--- src/hdl/seoa_pkg.sv ---
// Shared constants and types for the spin energy and overlap accumulator.
package seoa_pkg;

	localparam int MAX_SITES  = 65536;
	localparam int NUM_PAIRS  = 32;
	localparam int PAIR_W     = 5;
	localparam int ENERGY_W   = 19;
	localparam int OVERLAP_W  = 18;
	localparam int WORD_W     = 64;
	localparam int IN_DATA_W  = 7 * WORD_W;
	localparam int OUT_DATA_W = 64;

	// saturation bounds, one bit wider than the accumulators
	localparam logic signed [ENERGY_W:0]  ENERGY_BOUND  = (ENERGY_W + 1)'(3 * MAX_SITES);
	localparam logic signed [OVERLAP_W:0] OVERLAP_BOUND = (OVERLAP_W + 1)'(MAX_SITES);

	localparam logic [PAIR_W-1:0] LAST_PAIR = PAIR_W'(NUM_PAIRS - 1);

	typedef struct packed {
		logic upd;    // accepted site: accumulate
		logic load;   // last site: copy into the drain chain and clear
		logic shift;  // output transfer: drain chain moves one cell down
	} cell_ctrl_t;

	typedef struct packed {
		logic signed [OVERLAP_W-1:0] overlap;
		logic signed [ENERGY_W-1:0]  energy_odd;
		logic signed [ENERGY_W-1:0]  energy_even;
	} pair_result_t;

endpackage

--- src/hdl/seoa_cell.sv ---
// One replica-pair cell: two energy planes, one overlap sum and a drain stage.
module seoa_cell (
	input  logic                  clk,
	input  logic                  arst_n,
	input  seoa_pkg::cell_ctrl_t   ctrl,
	input  logic [2:0]            edge_even,
	input  logic [2:0]            edge_odd,
	input  logic                  pair_diff,
	input  seoa_pkg::pair_result_t drain_in,
	output seoa_pkg::pair_result_t drain_out
);
	import seoa_pkg::*;

	logic signed [ENERGY_W-1:0]  even_q;
	logic signed [ENERGY_W-1:0]  odd_q;
	logic signed [OVERLAP_W-1:0] ovl_q;
	pair_result_t                drain_q;
	pair_result_t                next_sums;

	function automatic logic signed [ENERGY_W-1:0] energy_next(
		input logic signed [ENERGY_W-1:0] acc,
		input logic [2:0]                 edges
	);
		logic [1:0]                cnt;
		logic signed [ENERGY_W:0]  sum;
		logic signed [ENERGY_W:0]  res;
		begin
			cnt = 2'({1'b0, edges[0]} + {1'b0, edges[1]} + {1'b0, edges[2]});
			// +1 per frustrated edge, -1 otherwise: 2*count - 3
			sum = {acc[ENERGY_W-1], acc} + $signed({(ENERGY_W-2)'(0), cnt, 1'b0})
				- (ENERGY_W + 1)'(3);
			if (sum > ENERGY_BOUND)
				res = ENERGY_BOUND;
			else if (sum < -ENERGY_BOUND)
				res = -ENERGY_BOUND;
			else
				res = sum;
			energy_next = res[ENERGY_W-1:0];
		end
	endfunction

	function automatic logic signed [OVERLAP_W-1:0] overlap_next(
		input logic signed [OVERLAP_W-1:0] acc,
		input logic                        diff
	);
		logic signed [OVERLAP_W:0] sum;
		logic signed [OVERLAP_W:0] res;
		begin
			sum = {acc[OVERLAP_W-1], acc} + (diff ? (OVERLAP_W + 1)'(1) : {(OVERLAP_W + 1){1'b1}});
			if (sum > OVERLAP_BOUND)
				res = OVERLAP_BOUND;
			else if (sum < -OVERLAP_BOUND)
				res = -OVERLAP_BOUND;
			else
				res = sum;
			overlap_next = res[OVERLAP_W-1:0];
		end
	endfunction

	always_comb begin
		next_sums.energy_even = energy_next(even_q, edge_even);
		next_sums.energy_odd  = energy_next(odd_q, edge_odd);
		next_sums.overlap     = overlap_next(ovl_q, pair_diff);
	end

	always_ff @(posedge clk or negedge arst_n) begin
		if (!arst_n) begin
			even_q <= '0;
			odd_q  <= '0;
			ovl_q  <= '0;
		end else if (ctrl.upd) begin
			if (ctrl.load) begin
				even_q <= '0;
				odd_q  <= '0;
				ovl_q  <= '0;
			end else begin
				even_q <= next_sums.energy_even;
				odd_q  <= next_sums.energy_odd;
				ovl_q  <= next_sums.overlap;
			end
		end
	end

	// drain stage holds the snapshot of the finished pass
	always_ff @(posedge clk or negedge arst_n) begin
		if (!arst_n)
			drain_q <= '0;
		else if (ctrl.load)
			drain_q <= next_sums;
		else if (ctrl.shift)
			drain_q <= drain_in;
	end

	assign drain_out = drain_q;

endmodule

--- config.mk ---
export PLATFORM = sky130hd
export DESIGN_NAME = seoa_cell
export DESIGN_NICKNAME = d
export VERILOG_FILES = /design/src/hdl/seoa_pkg.sv /design/src/hdl/seoa_cell.sv
export SDC_FILE = /design/constraint.sdc
export NUM_CORES = 1
export LEC_CHECK = 0
export BUFFER_PORTS_ARGS = -buffer_cell sky130_fd_sc_hd__buf_2
export CAP_MARGIN = 0
export CORE_AREA = 2 2 123 149
export CTS_CLUSTER_DIAMETER = 30
export DETAILED_ROUTE_END_ITERATION = 8
export DIE_AREA = 0 0 125 151
export GPL_ROUTABILITY_DRIVEN = 0
export PLACE_DENSITY = 0.72
export SETUP_SLACK_MARGIN = 0.5
export SLEW_MARGIN = 0
export SYNTH_ARGS = -nofsm -noshare
export SYNTH_HDL_FRONTEND = slang
export SYNTH_SLANG_ARGS = --single-unit
--- constraint.sdc ---
create_clock -name clk -period 3.6 [get_ports clk]
set_input_delay 0.18 -clock clk [delete_from_list [all_inputs] [get_ports clk]]
set_output_delay 0.18 -clock clk [all_outputs]
set_load 0.05 [all_outputs]
Yosys cells after proc, flatten, opt, wreduce, memory -nomap -nowiden
Cells that the tools add are included.
{ "op_classes": {"add_sub_neg": 9, "order_cmp": 6, "n_mux": 12, "n_reduce_logical": 1} }
{ "ops": {"columns": ["operator", "count"], "rows": [
  ["19-bit two-way mux", 7],
  ["56-bit two-way mux", 2],
  ["18-bit two-way mux", 3],
  ["19-bit by 4-bit adder with 20-bit output", 2],
  ["20-bit by 19-bit greater-than comparator with 1-bit output, second input constant", 2],
  ["20-bit by 19-bit less-than comparator with 1-bit output, second input constant", 2],
  ["20-bit by 2-bit subtractor with 20-bit output, second input constant", 2],
  ["19-bit adder", 1],
  ["19-bit by 18-bit greater-than comparator with 1-bit output, second input constant", 1],
  ["19-bit by 17-bit less-than comparator with 1-bit output, second input constant", 1],
  ["1-bit by 1-bit adder with 2-bit output", 2],
  ["2-bit by 1-bit adder with 2-bit output", 2],
  ["2-bit nonzero test", 1]
]} }
{ "word_totals": {"ff_bits": 112, "inputBits": 68, "out_inout_bits": 56, "elab_cells": 34} }

Logic depth before layout (Yosys ltp)
{ "logic_depth": {"depth_word": 8, "mapped_depth": 16, "depth_no_buf": 14} }

Worst setup path after synthesis
OpenSTA, ideal clock, no wires.
{ "synth_timing": {"path_kind": "in2reg", "start": "input port edge_even[0]", "end": "register drain_q (netlist bit drain_out[10])", "setup_time_ns": 0.083, "arrival_ns": 4.121, "required_ns": 3.517, "slack_ns": -0.605, "path_stages": 14, "path_buffers": 1, "cell_sequence": "fa_1 > ha_1 > ha_1 > fa_1 > a21o_1 > a21oi_2 > xnor2_1 > or4_1 > or4_1 > or4_1 > nor4b_4 > o211ai_4 > buf_2 > o22ai_1"} }
{ "synth_via": {"elab_chain_len": 8, "word_cells_on_any_way": 9, "classes_between": "4 x add/sub; 2 x order compare; 3 x mux"} }
{ "synth_rtl": {"columns": ["item", "line", "source"], "rows": [
  ["start, declared", "seoa_cell.sv:6", "input logic [2:0] edge_even,"],
  ["1-bit by 1-bit adder with 2-bit output (*)", "seoa_cell.sv:28", "cnt = 2'({1'b0, edges[0]} + {1'b0, edges[1]} + {1'b0, edges[2]});"],
  ["2-bit by 1-bit adder with 2-bit output (*)", "seoa_cell.sv:28", null],
  ["19-bit by 4-bit adder with 20-bit output (*)", "seoa_cell.sv:30", "sum = {acc[ENERGY_W-1], acc} + $signed({(ENERGY_W-2)'(0), cnt, 1'b0})"],
  ["20-bit by 2-bit subtractor with 20-bit output (*)", "seoa_cell.sv:31", "- (ENERGY_W + 1)'(3);"],
  ["20-bit by 19-bit less-than comparator with 1-bit output", "seoa_cell.sv:34", "else if (sum < -ENERGY_BOUND)"],
  ["19-bit two-way mux", "seoa_cell.sv:34", null],
  ["19-bit two-way mux (*)", "seoa_cell.sv:32", "if (sum > ENERGY_BOUND)"],
  ["56-bit two-way mux (*)", "seoa_cell.sv:88", "else if (ctrl.load)"],
  ["end signal, assigned", "seoa_cell.sv:89", "drain_q <= next_sums;"],
  ["end signal, assigned", "seoa_cell.sv:91", "drain_q <= drain_in;"],
  ["end, declared", "seoa_cell.sv:17", "pair_result_t drain_q;"]
]} }
Every way passes the cells marked *; elsewhere a longest branch is shown, timed or not.
A chain may end at the register's enable or synchronous reset.

Worst setup path in the final report
{ "layout_timing": {"start": "input port edge_even[2]", "end": "register drain_q (netlist bit drain_out[0])"} }
{ "layout_via": {"elab_chain_len": 7, "word_cells_on_any_way": 8, "classes_between": "3 x add/sub; 2 x order compare; 3 x mux"} }
{ "layout_rtl": {"columns": ["item", "line"], "rows": [
  ["2-bit by 1-bit adder with 2-bit output (*)", "seoa_cell.sv:28"],
  ["19-bit by 4-bit adder with 20-bit output (*)", "seoa_cell.sv:30"],
  ["20-bit by 2-bit subtractor with 20-bit output (*)", "seoa_cell.sv:31"],
  ["20-bit by 19-bit less-than comparator with 1-bit output", "seoa_cell.sv:34"],
  ["19-bit two-way mux", "seoa_cell.sv:34"],
  ["19-bit two-way mux (*)", "seoa_cell.sv:32"],
  ["56-bit two-way mux (*)", "seoa_cell.sv:88"]
]} }
Marked as above.

==> impl_results.md <==
* Status: finished, violations left
* Failing checks: setup timing
* Avg Cell Area, Syn at between 8 and 9 sq um
* Max Clock Skew at 0.0151 ns
* H-tree depth at 3
* Worst slew margin at 29.2%
* Endpoints failing setup at 59
* Max cap viols at 0
* Die ar. at 0.0189 sq mm
* Wire length on met3 at 1170 um
* Setup crit start: edge_even[2]
* CTS sink count at between 100 and 150
* Initial antenna violation count at 0
* # DRC at 0
* First-pass GRT wire length at 37500 um
* Final worst path period need at 4.13 ns
* Asr flop ratio synth at 100%
* Count leader, synth: dfrtp_1
* Antenna viol nets, final at 0
* Cells along the critical path: buf_6, fa_1, ha_4, ha_4, fa_2, a21o_1, a21oi_2, xnor2_2, or4_1, or4_4, or4_4, nor4b_4, o211ai_4, buf_4, o31ai_1
* Largest net degree at the start of global routing at 93
* Warnings, synthesis at 0
* Die outline height at roughly 150 um
* Deepest clock path buffer count at 2
* Nets at 1286
* Crit start category: input pin
* Sequential Area at 0.00280 sq mm
* Mapped cell area at 0.00838 sq mm
* Core area at roughly 0.017 sq mm
* # IOs at 124
* Period utilisation layout at 115%
* Ys flop type: dfrtp_1
* Footprint of the multi-input gates at 0.00614 sq mm
* DR pass1 iterations at 6
* Synth top area share at 33.5%
* Layout area overhead at 37.9%
* Number of flops mapped to enable cells by yosys at 0
* Worst r2r src: even_q[1]$_DFFE_PN0P_
* Yosys top cell by area: dfrtp_1
* Max Fanout on Critical Path at 6
* Seq cells post-synth at 112
* Post-DP HPWL at 16500 um
* Critical path required time at between 3 and 4 ns
* CP Capture Type: flop
* Drt wl/cell at roughly 19 um
* Vias in the first global route at just under 8000
* Post-synth net total at 1071
* Remaining Overflow, GRT at 0
* Worst hold path class: in2reg
* Final hold vios at 0
* Critical Path AT at about 4.4 ns
* CP Class: in2reg
* TritonCTS clock tree: built
* Slowest CP cell: fa_1
* Row cnt at 53
* CP Depth at 15
* Vias/cell at 6.01
* Worst Setup EP: drain_out[0]$_DFFE_PN0P_
* Min setup slack post-route at -0.531 ns
* DR top layer: met4
* Least-Margin Pin Slew at 1.06 ns
* Leading cell types by count after synthesis: dfrtp_1 (112), nand2_1 (106), a21oi_1 (69), ha_1 (60), inv_1 (60)
* Worst reg2reg path endpoint: drain_out[0]$_DFFE_PN0P_
* Register area share after synthesis at 33.5%
* Critical Path Max Stage Delay at 0.59 ns
* Die W at 125 um
* Largest cells by area after synthesis: dfrtp_1 (33%), ha_1 (9.0%), mux2i_1 (5.3%)
* Root Buffer: clkbuf_16
* FILL cells at 1343
* Unique masters post-synth at 75
* Initial core utilization at between 40% and 50%
* RSZ-0062 raised after global routing: yes
* Overall global routing resource usage at 24.3%
* Via count at 8288
* Syn Inst Count at 938
* Worst Reg-to-Reg Cells at 13
* Initial DRC count at 481
* IO buf count at 123
* Worst-path clk slew at 0.08 ns
* Met2 routed wirelength at 13200 um
* # diodes at 0
* Reg2reg setup slack at -0.50 ns
* Critical path's top delay family: simple AND/OR/NAND/NOR gates
* Fmax at 242 MHz
* Total Wirelength at between 20000 and 30000 um
* Num CTS Buffers at 9
* Met1 WL at 10500 um
* CP Buf/Inv Count at 2
* Max-slew violations at 0
* Util after Layout at between 60 and 70%
* Layout cells sized above 1 at 37.5%
* Clock Latency Late Sink at 0.37 ns
-- worst reg2reg max path, cell delays in order, from the launching register on --
cell,delay [ns]
dfrtp_1,0.42
ha_4,0.27
ha_4,0.16
fa_2,0.35
a21o_1,0.20
a21oi_2,0.18
xnor2_2,0.08
or4_1,0.48
or4_4,0.52
or4_4,0.44
nor4b_4,0.33
o211ai_4,0.20
buf_4,0.19
o31ai_1,0.19
-- kinds of logic (layout without fill, tap and decap cells) --
group | Yosys count | after routing | share of synthesized area [%]
DFF | 112 | 112 | 33.5
and+or+nand+nor | 269 | 269 | 15.6
xor gates and xnor gates | 44 | 44 | 4.60
AOI/OAI and AO/OA | 285 | 285 | 24.6
muxes | 52 | 52 | 6.33
adders and majority gates | 67 | 67 | 10.4
buffers and inverters | 109 | 329 | 5.03
-- layout by cell type, fill, tap and decap left out, drive strengths merged, types with 11 or more instances in the layout --
cell / count
inv: 61
xor2: 24
dfrtp: 112
nor2: 49
a211oi: 14
o31ai: 17
o2bb2ai: 13
nand2: 106
ha: 60
mux2i: 44
o22ai: 39
o21a: 11
buf: 248
clkbuf: 12
nand3: 38
a21o: 27
o21ai: 20
xnor2: 20
a21oi: 71
-- area by class of cell --
cell class	count	share of cell area, %
Inverter	61	2.04
Tap cell	220	2.38
Sequential cell	112	24.3
Timing Repair Buffer	252	15.3
Multi-Input combinational cell	717	53.2
Clock buffer	9	1.95
Clock inverter	7	0.899
-- registers in the layout, summed over array words and instances (netlist names) --
name,count
ovl_q,18
even_q,19
drain_out,56
odd_q,19
-- worst min-delay path by stage --
stage / start / to / slack (ns) / cells past startpoint
2_1_floorplan: arst_n / drain_out[0]$_DFFE_PN0P_ / -0.12 / 0
3_3_place_gp: arst_n / drain_out[19]$_DFFE_PN0P_ / 0.36 / 1
3_5_place_dp: arst_n / drain_out[19]$_DFFE_PN0P_ / 0.37 / 1
4_1_cts: drain_in[35] / drain_out[35]$_DFFE_PN0P_ / 0.09 / 3
5_1_grt: drain_in[9] / drain_out[9]$_DFFE_PN0P_ / 0.12 / 3
6_report: drain_in[55] / drain_out[55]$_DFFE_PN0P_ / 0.1 / 3
-- layer usage --
metal  vias to the layer above  track usage, %
met1                      4058            30.2
met2                       276            43.3
li1                       3879               -
met3                        75            3.07
met5                         -               0
met4                         0            9.11
-- stage by stage --
stage	cells	setup TNS, ns	setup WS, ns	hold slack [ns]	instance area (sq um)
2_1_floorplan	938	-25.54	-0.585	-0.116	8560
3_3_place_gp	1330	-42.26	-0.758	0.365	10000
3_5_place_dp	1330	-48.98	-0.927	0.371	10000
4_1_cts	1357	-20.43	-0.423	0.0909	10700
5_1_grt	1378	-32.26	-0.627	0.119	11600
6_report	1378	-24.95	-0.531	0.0986	11600
-- what timing repair did --
action / 4_1_cts / 5_1_grt
buffers inserted: 10 / 17
cloned: 0 / 4
hold buffers: 1 / 0
pin swaps: 13 / 46
setup endpoints to repair: 99 / 103
resized for setup: 47 / 103
endpoints found under the hold margin: 68 / 0
Power is left out: the tool's default activity adds up to more than one toggle a clock period on the data nets, which glitch-free logic cannot reach.
